**config.mk**
```make
export PLATFORM = sky130hd
export DESIGN_NAME = tile_writeback_half_overlap_blend
export DESIGN_NICKNAME = d
export VERILOG_FILES = /design/src/hdl/twb_pkg.sv /design/src/hdl/twb_div.sv /design/src/hdl/twb_lane.sv /design/src/hdl/tile_writeback_half_overlap_blend.sv
export SDC_FILE = /design/constraint.sdc
export NUM_CORES = 2
export LEC_CHECK = 0
export ABC_CLOCK_PERIOD_IN_PS = 10500
export BUFFER_PORTS_ARGS = -buffer_cell sky130_fd_sc_hd__clkbuf_2
export CORE_MARGIN = 3
export CORE_UTILIZATION = 60
export DETAILED_ROUTE_END_ITERATION = 10
export PLACE_DENSITY = 0.77
export SYNTH_ARGS = -nofsm -noshare
export SYNTH_HDL_FRONTEND = slang
export SYNTH_SLANG_ARGS = --single-unit
```
**constraint.sdc**
```tcl
create_clock -name i_clk -period 10.5 [get_ports i_clk]
set_input_delay 0 -clock i_clk [delete_from_list [all_inputs] [get_ports i_clk]]
set_output_delay 0 -clock i_clk [all_outputs]
set_load 0.02 [all_outputs]
```
**src/hdl/twb_pkg.sv**
```systemverilog
// Shared constants, pipeline stage map and control types for the tile write-back blend.
package twb_pkg;

    // Pipeline stage map: input register, half decode, eight divider steps,
    // blend multiply, packed output register.
    localparam int NUM_STAGES = 12;
    localparam int ST_IN      = 0;
    localparam int ST_DEC     = 1;
    localparam int ST_DIV0    = 2;
    localparam int DIV_STEPS  = 8;
    localparam int ST_WGT     = ST_DIV0 + DIV_STEPS - 1;
    localparam int ST_MUL     = ST_WGT + 1;
    localparam int ST_OUT     = ST_MUL + 1;

    localparam int NUM_LANES  = 4;
    localparam int HALF_W     = 16;
    localparam int BYTE_W     = 8;
    localparam int NUM_W      = 16;
    localparam int IN_DATA_W  = 112;
    localparam int OUT_DATA_W = 32;
    localparam int CFG_IDX_W  = 2;
    localparam int CFG_DATA_W = 8;

    // Register indexes on the configuration channel.
    localparam logic [CFG_IDX_W-1:0] CFG_OVERLAP_WIDTH = 2'd0;
    localparam logic [CFG_IDX_W-1:0] CFG_LEFT_SHARED   = 2'd1;
    localparam logic [CFG_IDX_W-1:0] CFG_TOP_SHARED    = 2'd2;

    // Per-stage load enables, shared by the lanes and the divider.
    typedef struct packed {
        logic [NUM_STAGES-1:0] en;
    } t_pipe_ctl;

endpackage

```
**src/hdl/twb_div.sv**
```systemverilog
// Pipelined restoring divider, one quotient bit per stage, for the blend weight.
module twb_div (
    input  logic                          i_clk,
    input  twb_pkg::t_pipe_ctl            i_ctl,
    input  logic [twb_pkg::NUM_W-1:0]     i_num,
    input  logic [twb_pkg::BYTE_W-1:0]    i_divisor,
    output logic [twb_pkg::BYTE_W-1:0]    o_quot
);

    typedef struct packed {
        logic [twb_pkg::BYTE_W-1:0] rem;
        logic [twb_pkg::BYTE_W-1:0] lo;
        logic [twb_pkg::BYTE_W-1:0] q;
    } t_div_st;

    // Shift in the next numerator bit, subtract the divisor when it fits.
    function automatic t_div_st div_step(t_div_st s, logic [twb_pkg::BYTE_W-1:0] d);
        logic [twb_pkg::BYTE_W:0] sh;
        logic                     ge;
        t_div_st                  o;
        sh    = {s.rem, s.lo[twb_pkg::BYTE_W-1]};
        ge    = (sh >= {1'b0, d});
        o.rem = ge ? twb_pkg::BYTE_W'(sh - {1'b0, d}) : sh[twb_pkg::BYTE_W-1:0];
        o.lo  = {s.lo[twb_pkg::BYTE_W-2:0], 1'b0};
        o.q   = {s.q[twb_pkg::BYTE_W-2:0], ge};
        return o;
    endfunction

    t_div_st r_st [twb_pkg::DIV_STEPS];
    t_div_st w_first;

    // Quotient is below 256 because the numerator's upper byte is below the divisor.
    assign w_first = '{rem: i_num[twb_pkg::NUM_W-1:twb_pkg::BYTE_W],
                       lo:  i_num[twb_pkg::BYTE_W-1:0],
                       q:   '0};

    for (genvar g = 0; g < twb_pkg::DIV_STEPS; g++) begin : g_step
        if (g == 0) begin : g_head
            always_ff @(posedge i_clk) begin
                if (i_ctl.en[twb_pkg::ST_DIV0]) begin
                    r_st[g] <= div_step(w_first, i_divisor);
                end
            end
        end else begin : g_body
            always_ff @(posedge i_clk) begin
                if (i_ctl.en[twb_pkg::ST_DIV0 + g]) begin
                    r_st[g] <= div_step(r_st[g-1], i_divisor);
                end
            end
        end
    end

    assign o_quot = r_st[twb_pkg::DIV_STEPS-1].q;

endmodule

```
**src/hdl/twb_lane.sv**
```systemverilog
// One colour lane: half-to-byte conversion, delay to the weight, and cross-fade.
module twb_lane (
    input  logic                          i_clk,
    input  twb_pkg::t_pipe_ctl            i_ctl,
    input  logic [twb_pkg::HALF_W-1:0]    i_half,
    input  logic [twb_pkg::BYTE_W-1:0]    i_old,
    input  logic [twb_pkg::BYTE_W-1:0]    i_weight,
    output logic [twb_pkg::BYTE_W-1:0]    o_plain,
    output logic [twb_pkg::BYTE_W-1:0]    o_blend
);

    // Input stage
    logic [twb_pkg::HALF_W-1:0] r_half;
    // Old byte travels from the decode stage to the weight stage
    logic [twb_pkg::BYTE_W-1:0] r_old [twb_pkg::ST_DEC:twb_pkg::ST_WGT];
    logic [twb_pkg::BYTE_W-1:0] r_old_in;
    // Decode stage
    logic        r_neg;
    logic        r_big;
    logic [4:0]  r_sh;
    logic [18:0] r_x;
    // New byte from the rounding stage onwards
    logic [twb_pkg::BYTE_W-1:0] r_nb [twb_pkg::ST_DIV0:twb_pkg::ST_WGT];
    // Multiply stage
    logic [15:0] r_vo;
    logic [15:0] r_vn;
    logic [twb_pkg::BYTE_W-1:0] r_nb_mul;

    logic [4:0]  w_exp;
    logic [4:0]  w_exp_eff;
    logic [10:0] w_mag;
    logic [24:0] w_rnd;
    logic [24:0] w_sum;
    logic [24:0] w_shd;
    logic [twb_pkg::BYTE_W-1:0] w_byte;
    logic [twb_pkg::BYTE_W-1:0] w_winv;
    logic [15:0] w_mo;
    logic [15:0] w_mn;

    always_ff @(posedge i_clk) begin
        if (i_ctl.en[twb_pkg::ST_IN]) begin
            r_half   <= i_half;
            r_old_in <= i_old;
        end
    end

    // Decode: value = mag * 2^(exp - 25); exponent 31 is an ordinary normal.
    always_comb begin
        w_exp     = r_half[14:10];
        w_mag     = (w_exp != 5'd0) ? {1'b1, r_half[9:0]} : {1'b0, r_half[9:0]};
        w_exp_eff = (w_exp == 5'd0) ? 5'd1 : w_exp;
    end

    always_ff @(posedge i_clk) begin
        if (i_ctl.en[twb_pkg::ST_DEC]) begin
            r_neg              <= r_half[15];
            r_big              <= (w_exp_eff >= 5'd25);
            r_sh               <= 5'd25 - w_exp_eff;
            r_x                <= {w_mag, 8'h00} - {8'h00, w_mag};
            r_old[twb_pkg::ST_DEC] <= r_old_in;
        end
    end

    // Round half up, then clamp; negatives drop to zero, big positive exponents saturate.
    always_comb begin
        w_rnd = 25'd1 << (r_sh - 5'd1);
        w_sum = {6'h00, r_x} + w_rnd;
        w_shd = w_sum >> r_sh;
        if (r_neg) begin
            w_byte = '0;
        end else if (r_big || (|w_shd[24:8])) begin
            w_byte = 8'hFF;
        end else begin
            w_byte = w_shd[7:0];
        end
    end

    always_ff @(posedge i_clk) begin
        if (i_ctl.en[twb_pkg::ST_DIV0]) begin
            r_nb[twb_pkg::ST_DIV0] <= w_byte;
        end
    end

    for (genvar k = twb_pkg::ST_DIV0; k <= twb_pkg::ST_WGT; k++) begin : g_old
        always_ff @(posedge i_clk) begin
            if (i_ctl.en[k]) begin
                r_old[k] <= r_old[k-1];
            end
        end
    end

    for (genvar k = twb_pkg::ST_DIV0 + 1; k <= twb_pkg::ST_WGT; k++) begin : g_nb
        always_ff @(posedge i_clk) begin
            if (i_ctl.en[k]) begin
                r_nb[k] <= r_nb[k-1];
            end
        end
    end

    assign w_winv = 8'hFF - i_weight;

    always_ff @(posedge i_clk) begin
        if (i_ctl.en[twb_pkg::ST_MUL]) begin
            r_vo     <= ({8'h00, r_old[twb_pkg::ST_WGT]} * {8'h00, w_winv}) + 16'd128;
            r_vn     <= ({8'h00, r_nb[twb_pkg::ST_WGT]} * {8'h00, i_weight}) + 16'd128;
            r_nb_mul <= r_nb[twb_pkg::ST_WGT];
        end
    end

    // Divide by 255 with rounding: (v + (v >> 8)) >> 8, never past 16 bits.
    assign w_mo    = r_vo + {8'h00, r_vo[15:8]};
    assign w_mn    = r_vn + {8'h00, r_vn[15:8]};
    assign o_blend = w_mo[15:8] + w_mn[15:8];
    assign o_plain = r_nb_mul;

endmodule

```
**src/hdl/tile_writeback_half_overlap_blend.sv**
```systemverilog
// Top level: stream handshake, configuration registers, band test and output merge.
//
// Tile write-back with a linear seam blend. One input request carries a pixel:
// four half-float channel codes, the four destination bytes now in memory, and
// the pixel's column and row within the tile. One result request comes back per
// pixel with four bytes to write and an in-band flag on tuser.
//
// Configuration: write overlap width (index 0), left shared (1) and top shared
// (2) on the cfg channel while no pixel is in flight; it is always ready.
//
// Timing: twelve register stages; one pixel is taken every cycle unless every
// stage is occupied and the receiver holds tready low. The depth is set by the
// weight divider, which resolves one quotient bit per stage over 8 stages.
//
// Reset (synchronous, active low) empties the pipeline and clears the three
// registers to zero. Each stage holds its request while the next is full and
// stalled; empty stages keep filling, so s_axis_tready drops only once every
// stage is occupied and the receiver holds tready low.
module tile_writeback_half_overlap_blend (
    input  logic                               i_clk,
    input  logic                               i_rst_n,
    // cfg channel
    input  logic                               i_cfg_valid,
    output logic                               o_cfg_ready,
    input  logic [twb_pkg::CFG_IDX_W-1:0]      i_cfg_index,
    input  logic [twb_pkg::CFG_DATA_W-1:0]     i_cfg_data,
    // pixel in
    input  logic                               i_s_axis_tvalid,
    output logic                               o_s_axis_tready,
    // red_half, green_half, blue_half, alpha_half (16 each), old_red, old_green,
    // old_blue, old_alpha, tile_col, tile_row (8 each)
    input  logic [twb_pkg::IN_DATA_W-1:0]      i_s_axis_tdata,
    // bytes out
    output logic                               o_m_axis_tvalid,
    input  logic                               i_m_axis_tready,
    // red_out, green_out, blue_out, alpha_out (8 each)
    output logic [twb_pkg::OUT_DATA_W-1:0]     o_m_axis_tdata,
    // in_band
    output logic                               o_m_axis_tuser
);

    localparam int LAST = twb_pkg::NUM_STAGES - 1;

    // Configuration registers
    logic [twb_pkg::BYTE_W-1:0] r_ow;
    logic                       r_left;
    logic                       r_top;

    // Control
    logic [twb_pkg::NUM_STAGES-1:0] r_vld;
    logic [twb_pkg::NUM_STAGES-1:0] n_vld;
    logic [twb_pkg::NUM_STAGES-1:0] w_rdy;
    logic [twb_pkg::NUM_STAGES-1:0] w_vin;
    twb_pkg::t_pipe_ctl             w_ctl;

    // Position and band
    logic [twb_pkg::BYTE_W-1:0]     r_col;
    logic [twb_pkg::BYTE_W-1:0]     r_row;
    logic [twb_pkg::NUM_W-1:0]      r_num;
    logic                           r_band [twb_pkg::ST_DEC:twb_pkg::ST_MUL];
    logic                           w_band;
    logic [twb_pkg::BYTE_W-1:0]     w_pos;
    logic [twb_pkg::BYTE_W-1:0]     w_weight;

    // Output register
    logic [twb_pkg::OUT_DATA_W-1:0] r_tdata;
    logic                           r_tuser;

    // Lane results
    logic [twb_pkg::BYTE_W-1:0]     w_plain [twb_pkg::NUM_LANES];
    logic [twb_pkg::BYTE_W-1:0]     w_blend [twb_pkg::NUM_LANES];
    logic [twb_pkg::OUT_DATA_W-1:0] w_plain_pk;
    logic [twb_pkg::OUT_DATA_W-1:0] w_blend_pk;

    // ------------------------------------------------------------------
    // Configuration: always accept, ignore indexes past the list.
    // ------------------------------------------------------------------
    assign o_cfg_ready = 1'b1;

    always_ff @(posedge i_clk) begin
        if (!i_rst_n) begin
            r_ow   <= '0;
            r_left <= 1'b0;
            r_top  <= 1'b0;
        end else if (i_cfg_valid) begin
            unique case (i_cfg_index)
                twb_pkg::CFG_OVERLAP_WIDTH: r_ow   <= i_cfg_data;
                twb_pkg::CFG_LEFT_SHARED:   r_left <= i_cfg_data[0];
                twb_pkg::CFG_TOP_SHARED:    r_top  <= i_cfg_data[0];
                default: ;
            endcase
        end
    end

    // ------------------------------------------------------------------
    // Stage handshake: a stage loads when it is empty or its occupant moves on.
    // ------------------------------------------------------------------
    assign w_vin = {r_vld[LAST-1:0], i_s_axis_tvalid};
    assign w_rdy[LAST] = !r_vld[LAST] || i_m_axis_tready;

    for (genvar k = 0; k < LAST; k++) begin : g_rdy
        assign w_rdy[k] = !r_vld[k] || w_rdy[k+1];
    end

    assign w_ctl.en = w_rdy & w_vin;
    assign n_vld    = (w_rdy & w_vin) | (~w_rdy & r_vld);

    always_ff @(posedge i_clk) begin
        if (!i_rst_n) begin
            r_vld <= '0;
        end else begin
            r_vld <= n_vld;
        end
    end

    assign o_s_axis_tready = w_rdy[twb_pkg::ST_IN];

    // ------------------------------------------------------------------
    // Band test and weight numerator p*255.
    // ------------------------------------------------------------------
    always_ff @(posedge i_clk) begin
        if (w_ctl.en[twb_pkg::ST_IN]) begin
            r_col <= i_s_axis_tdata[103:96];
            r_row <= i_s_axis_tdata[111:104];
        end
    end

    always_comb begin
        w_band = (r_left && (r_col < r_ow)) || (r_top && (r_row < r_ow));
        priority if (!r_left) begin
            w_pos = r_row;
        end else if (!r_top) begin
            w_pos = r_col;
        end else begin
            w_pos = (r_col < r_row) ? r_col : r_row;
        end
    end

    always_ff @(posedge i_clk) begin
        if (w_ctl.en[twb_pkg::ST_DEC]) begin
            r_num                   <= {w_pos, 8'h00} - {8'h00, w_pos};
            r_band[twb_pkg::ST_DEC] <= w_band;
        end
    end

    // Carry the band flag alongside the divider and the multiply stage.
    for (genvar k = twb_pkg::ST_DIV0; k <= twb_pkg::ST_MUL; k++) begin : g_band
        always_ff @(posedge i_clk) begin
            if (w_ctl.en[k]) begin
                r_band[k] <= r_band[k-1];
            end
        end
    end

    // Weight = floor(p*255 / overlap); only used inside the band, where p < overlap.
    twb_div u_div (
        .i_clk     (i_clk),
        .i_ctl     (w_ctl),
        .i_num     (r_num),
        .i_divisor (r_ow),
        .o_quot    (w_weight)
    );

    // ------------------------------------------------------------------
    // Four colour lanes side by side.
    // ------------------------------------------------------------------
    for (genvar l = 0; l < twb_pkg::NUM_LANES; l++) begin : g_lane
        twb_lane u_lane (
            .i_clk    (i_clk),
            .i_ctl    (w_ctl),
            .i_half   (i_s_axis_tdata[l*twb_pkg::HALF_W +: twb_pkg::HALF_W]),
            .i_old    (i_s_axis_tdata[twb_pkg::NUM_LANES*twb_pkg::HALF_W +
                                      l*twb_pkg::BYTE_W +: twb_pkg::BYTE_W]),
            .i_weight (w_weight),
            .o_plain  (w_plain[l]),
            .o_blend  (w_blend[l])
        );
        assign w_plain_pk[l*twb_pkg::BYTE_W +: twb_pkg::BYTE_W] = w_plain[l];
        assign w_blend_pk[l*twb_pkg::BYTE_W +: twb_pkg::BYTE_W] = w_blend[l];
    end

    // ------------------------------------------------------------------
    // Merge: pick blended or plain bytes for all lanes, register the result.
    // ------------------------------------------------------------------
    always_ff @(posedge i_clk) begin
        if (w_ctl.en[twb_pkg::ST_OUT]) begin
            r_tdata <= r_band[twb_pkg::ST_MUL] ? w_blend_pk : w_plain_pk;
            r_tuser <= r_band[twb_pkg::ST_MUL];
        end
    end

    assign o_m_axis_tvalid = r_vld[LAST];
    assign o_m_axis_tdata  = r_tdata;
    assign o_m_axis_tuser  = r_tuser;

    // ------------------------------------------------------------------
    // Assertions
    // ------------------------------------------------------------------
    a_band_needs_edge: assert property (@(posedge i_clk) disable iff (!i_rst_n)
        (o_m_axis_tvalid && o_m_axis_tuser) |-> (r_left || r_top))
        else $error("blended pixel with no shared edge");

    a_band_needs_width: assert property (@(posedge i_clk) disable iff (!i_rst_n)
        (o_m_axis_tvalid && o_m_axis_tuser) |-> (r_ow != '0))
        else $error("blended pixel with zero overlap");

    a_weight_below_full: assert property (@(posedge i_clk) disable iff (!i_rst_n)
        (r_vld[twb_pkg::ST_WGT] && r_band[twb_pkg::ST_WGT]) |-> (w_weight != 8'hFF))
        else $error("blend weight reached full scale");

    a_empty_front_ready: assert property (@(posedge i_clk) disable iff (!i_rst_n)
        !r_vld[twb_pkg::ST_IN] |-> o_s_axis_tready)
        else $error("input stalled with an empty front stage");

    a_full_stall_blocks: assert property (@(posedge i_clk) disable iff (!i_rst_n)
        ((&r_vld) && !i_m_axis_tready) |=> $stable(r_vld))
        else $error("full pipeline moved while output stalled");

endmodule

```
==> results.cfg <==
[floorplanning]
overall_die_area_mm2 = 0.119
die_h_um = 345
die_width_um = 345
core_area_mm2 = 0.113
floorplan.rows = 123
effective_utilization_at_floorplan = 0.608
io_pins = 163

[power_and_ir_drop]
design_power_mw = 9.73
power-per-cell-area_mw_per_mm2 = 125
total_leakage_power_nw = 31.1
power.ir.vdd_worst_mv = 0.186

[cts]
clkSinkCount = 1121
ctsLongestPathBuffers = 3
tritoncts_clock_tree = yes
clk_root_buffer_cell = clkbuf_16
ctsHtreeMaxLevel = 3
post-cts-setup-buffers = 0
clk_latency_ns = 0.74
cts_made_buffers = 112
clk_transition_reported_paths_ns = 0.06

[synthesis]
synth_top_area_frac = 0.479
synth.most_common_cell = edfxtp_1
yosysSeqAreaShare = 0.485
synth_area_leader_cell = edfxtp_1
postSynth.asyncResetShare = 0
yosys_warnings = 0
synth.cell_area_mm2 = 0.0689
ys_flop_type = edfxtp_1
synth-seq-cells = 1121
synthesized_instance_count = 5753
post_synth_main_area_contributors = edfxtp_1 48%, ha_1 10%, fa_1 9.0%, inv_1 3.2%, xnor2_1 3.0%
synth.cells.most_frequent = 1,099 x edfxtp_1, 596 x inv_1, 578 x ha_1, 317 x nand2_1
synthesized_nets = 6769
synth.lib_cells_used.distinct = 99
synth_edf_count = 1099
syn_area_per_cell_um2 = 12.0

[place]
dp_worst_setup_slack_ns = 4.50
port_buffers = 161
detailedPlacementHpwl_um = 97800
finalWeightedCongestion = 0.906

[final_layout]
n_antenna_cell = 0
layout.nets = 7147
layout-area-overhead-vs-synth_pct = 12.5
drive_gt1_frac = 0.0835

[global_routing]
grt_antenna_before_repair = 0
grt_start_max_net_pins = 88
vias_in_the_first_global_route = 45500
global_route.usage.total = 0.247
grt_pass1_wl_um = 236000
grt_overflow_total = 0

[setup_path]
signal_arrival_time_at_the_worst_endpoint_ns = 6.53
worst-setup-path-type = flop to flop
cp-start-kind = flop
number_of_cells_on_the_critical_path = 14
delay_heaviest_family_cp = compound AO/OA/AOI/OAI gates
crit_path_cells = clkinv_1 > nand2_1 > nor2_1 > ha_1 > fa_1 > a211oi_1 > o21ai_1 > a21o_1 > a21oi_2 > o211ai_1 > mux4_2 > or4_1 > a221oi_4 > a21oi_1
worst-r2r-cell-count = 14
worst_path_bufs_invs = 1
path_max_fanout = 21
rrSetupSlack_ns = 4.43
slowest_stage = edfxtp_1
worst_ep_required_time_ns = 10.96
critPathCaptureType = flop
timing.critical_path.slowest_cell_delay_ns = 0.87

[sta]
max_fclk_mhz = 165
final.setup_skew_ns = 0.0945
timing.setup.tns_ns = 0
grt_setup_unrepaired = false
final_min_period_over_clock_period = 0.578
worst_hold_slack_ns = 0.0390
hold_viol = 0
max_slew.worst_pin.slew_ns = 1.06
number_of_pins_with_negative_max_slew_slack_in_the_final_report = 0
max_slew_headroom = 0.291
postLayoutSetupSlackWorst_ns = 4.43
setup_viol_count_final = 0
period_needed_ns = 6.07

[job]
maxCapViolCount = 0

[routing]
post-route-drc-count = 0
avgViaCountPerCell = 5.75
ant_nets = 0
drt-wirelength-per-cell_um = 18.6
num_vias = 44400
drt-initial-drc-count = 3322
wl_um = 144000
first_pass_iters = 6

[hold_path]
hold_path.class = input pin to flop
min_path_cells = 2

[outcome]
run_status = complete, no violations
-- placed cells by master, fill, tap and decap left out, types with 26 or more instances in the layout --
| master | n |
|---|---|
| clkbuf_16 | 114 |
| dlygate4sd3_1 | 251 |
| mux2_2 | 81 |
| nand2_1 | 317 |
| a211oi_1 | 41 |
| ha_1 | 578 |
| o21a_1 | 43 |
| mux2i_1 | 72 |
| a21o_1 | 87 |
| buf_4 | 35 |
| a21boi_0 | 35 |
| clkbuf_2 | 161 |
| fa_1 | 311 |
| nor2b_1 | 229 |
| nand4_1 | 47 |
| nand2b_1 | 160 |
| a21oi_1 | 229 |
| nor2_1 | 311 |
| edfxtp_1 | 1099 |
| o21ai_0 | 175 |
| o21bai_1 | 26 |
| and2_1 | 174 |
| xor2_1 | 84 |
| nor3_1 | 109 |
| o211ai_1 | 32 |
| and3_1 | 27 |
| inv_1 | 596 |
| xnor2_1 | 240 |
| nand3_1 | 68 |
-- logic make-up after synthesis --
logic type      count (synthesis)  synth area share
flops                        1121             0.485
mux                           175            0.0309
compound gates                893            0.0868
other cells                     1         0.0000544
xor+xnor                      324            0.0412
fa+ha+maj                     889             0.195
simple gates                 1566             0.118
buf+inv                       784            0.0431
-- final timing paths --
path	start	to
setup reg to reg	g_lane[1].u_lane.r_sh[1]	g_lane[1].u_lane.r_nb[0][23]
setup / recovery	g_lane[1].u_lane.r_sh[1]	g_lane[1].u_lane.r_nb[0][23]
hold / removal	i_s_axis_tdata[16]	g_lane[1].u_lane.r_half[0]
hold reg to reg	g_lane[0].u_lane.r_nb[0][48]	g_lane[0].u_lane.r_nb[0][56]
-- worst reg2reg max path, stage by stage, from the launching register on --
cell and delay [ns]:
edfxtp_1 0.87, clkinv_1 0.73, nand2_1 0.49, nor2_1 0.10
ha_1 0.23, fa_1 0.43, a211oi_1 0.38, o21ai_1 0.19
a21o_1 0.24, a21oi_2 0.26, o211ai_1 0.22, mux4_2 0.56
or4_1 0.55, a221oi_4 0.42, a21oi_1 0.15
-- state kept, by name (all words and copies together) (netlist names), 64 cells and up, named ones only --
| register | cells |
|---|---|
| g_lane.u_lane.r_nb | 256 |
| g_lane.u_lane.r_half | 64 |
| u_div.r_st | 120 |
| g_lane.u_lane.r_old | 288 |
| g_lane.u_lane.r_vn | 64 |
| g_lane.u_lane.r_x | 76 |
| g_lane.u_lane.r_vo | 64 |
-- power by group --
part           internal, mW  switching [mW]  leakage [nW]
Clock                  2.32            1.75          1.82
Sequential             4.98          0.0677          10.3
Combinational         0.282           0.331          19.1
-- what timing repair did --
action	4_1_cts	5_1_grt
hold endpoints to repair	139	0
hold buffers	251	0
resized for setup	0	0
-- stage by stage --
stage,utilization,std cells,area (µm²)
2_1_floorplan,-,5753,68900
3_3_place_gp,0.629,7266,71300
3_5_place_dp,0.629,7266,71300
4_1_cts,0.685,7724,77600
5_1_grt,0.685,7724,77600
6_report,0.685,7724,77600
-- layer usage --
metal | part of all wire | GRT usage | wire, µm | up-vias
li1 | - | - | - | 21100
met1 | 0.43 | 0.332 | 61900 | 21800
met2 | 0.49 | 0.422 | 71100 | 1248
met3 | 0.049 | 0.0304 | 7110 | 256
met4 | 0.027 | 0.0734 | 3840 | 0
met5 | 0 | 0 | 0 | -
-- final cells by class --
class | count | area [µm²]
repair buffers | 447 | 3580
multi-input cells | 3848 | 32600
clock inverters | 67 | 843
flip-flops and latches | 1121 | 33400
inverters | 601 | 2260
clock buffers | 140 | 2960
fillers | 8002 | 35700
well taps | 1500 | 1880
Note: power is estimated with default switching activity, not from simulation.
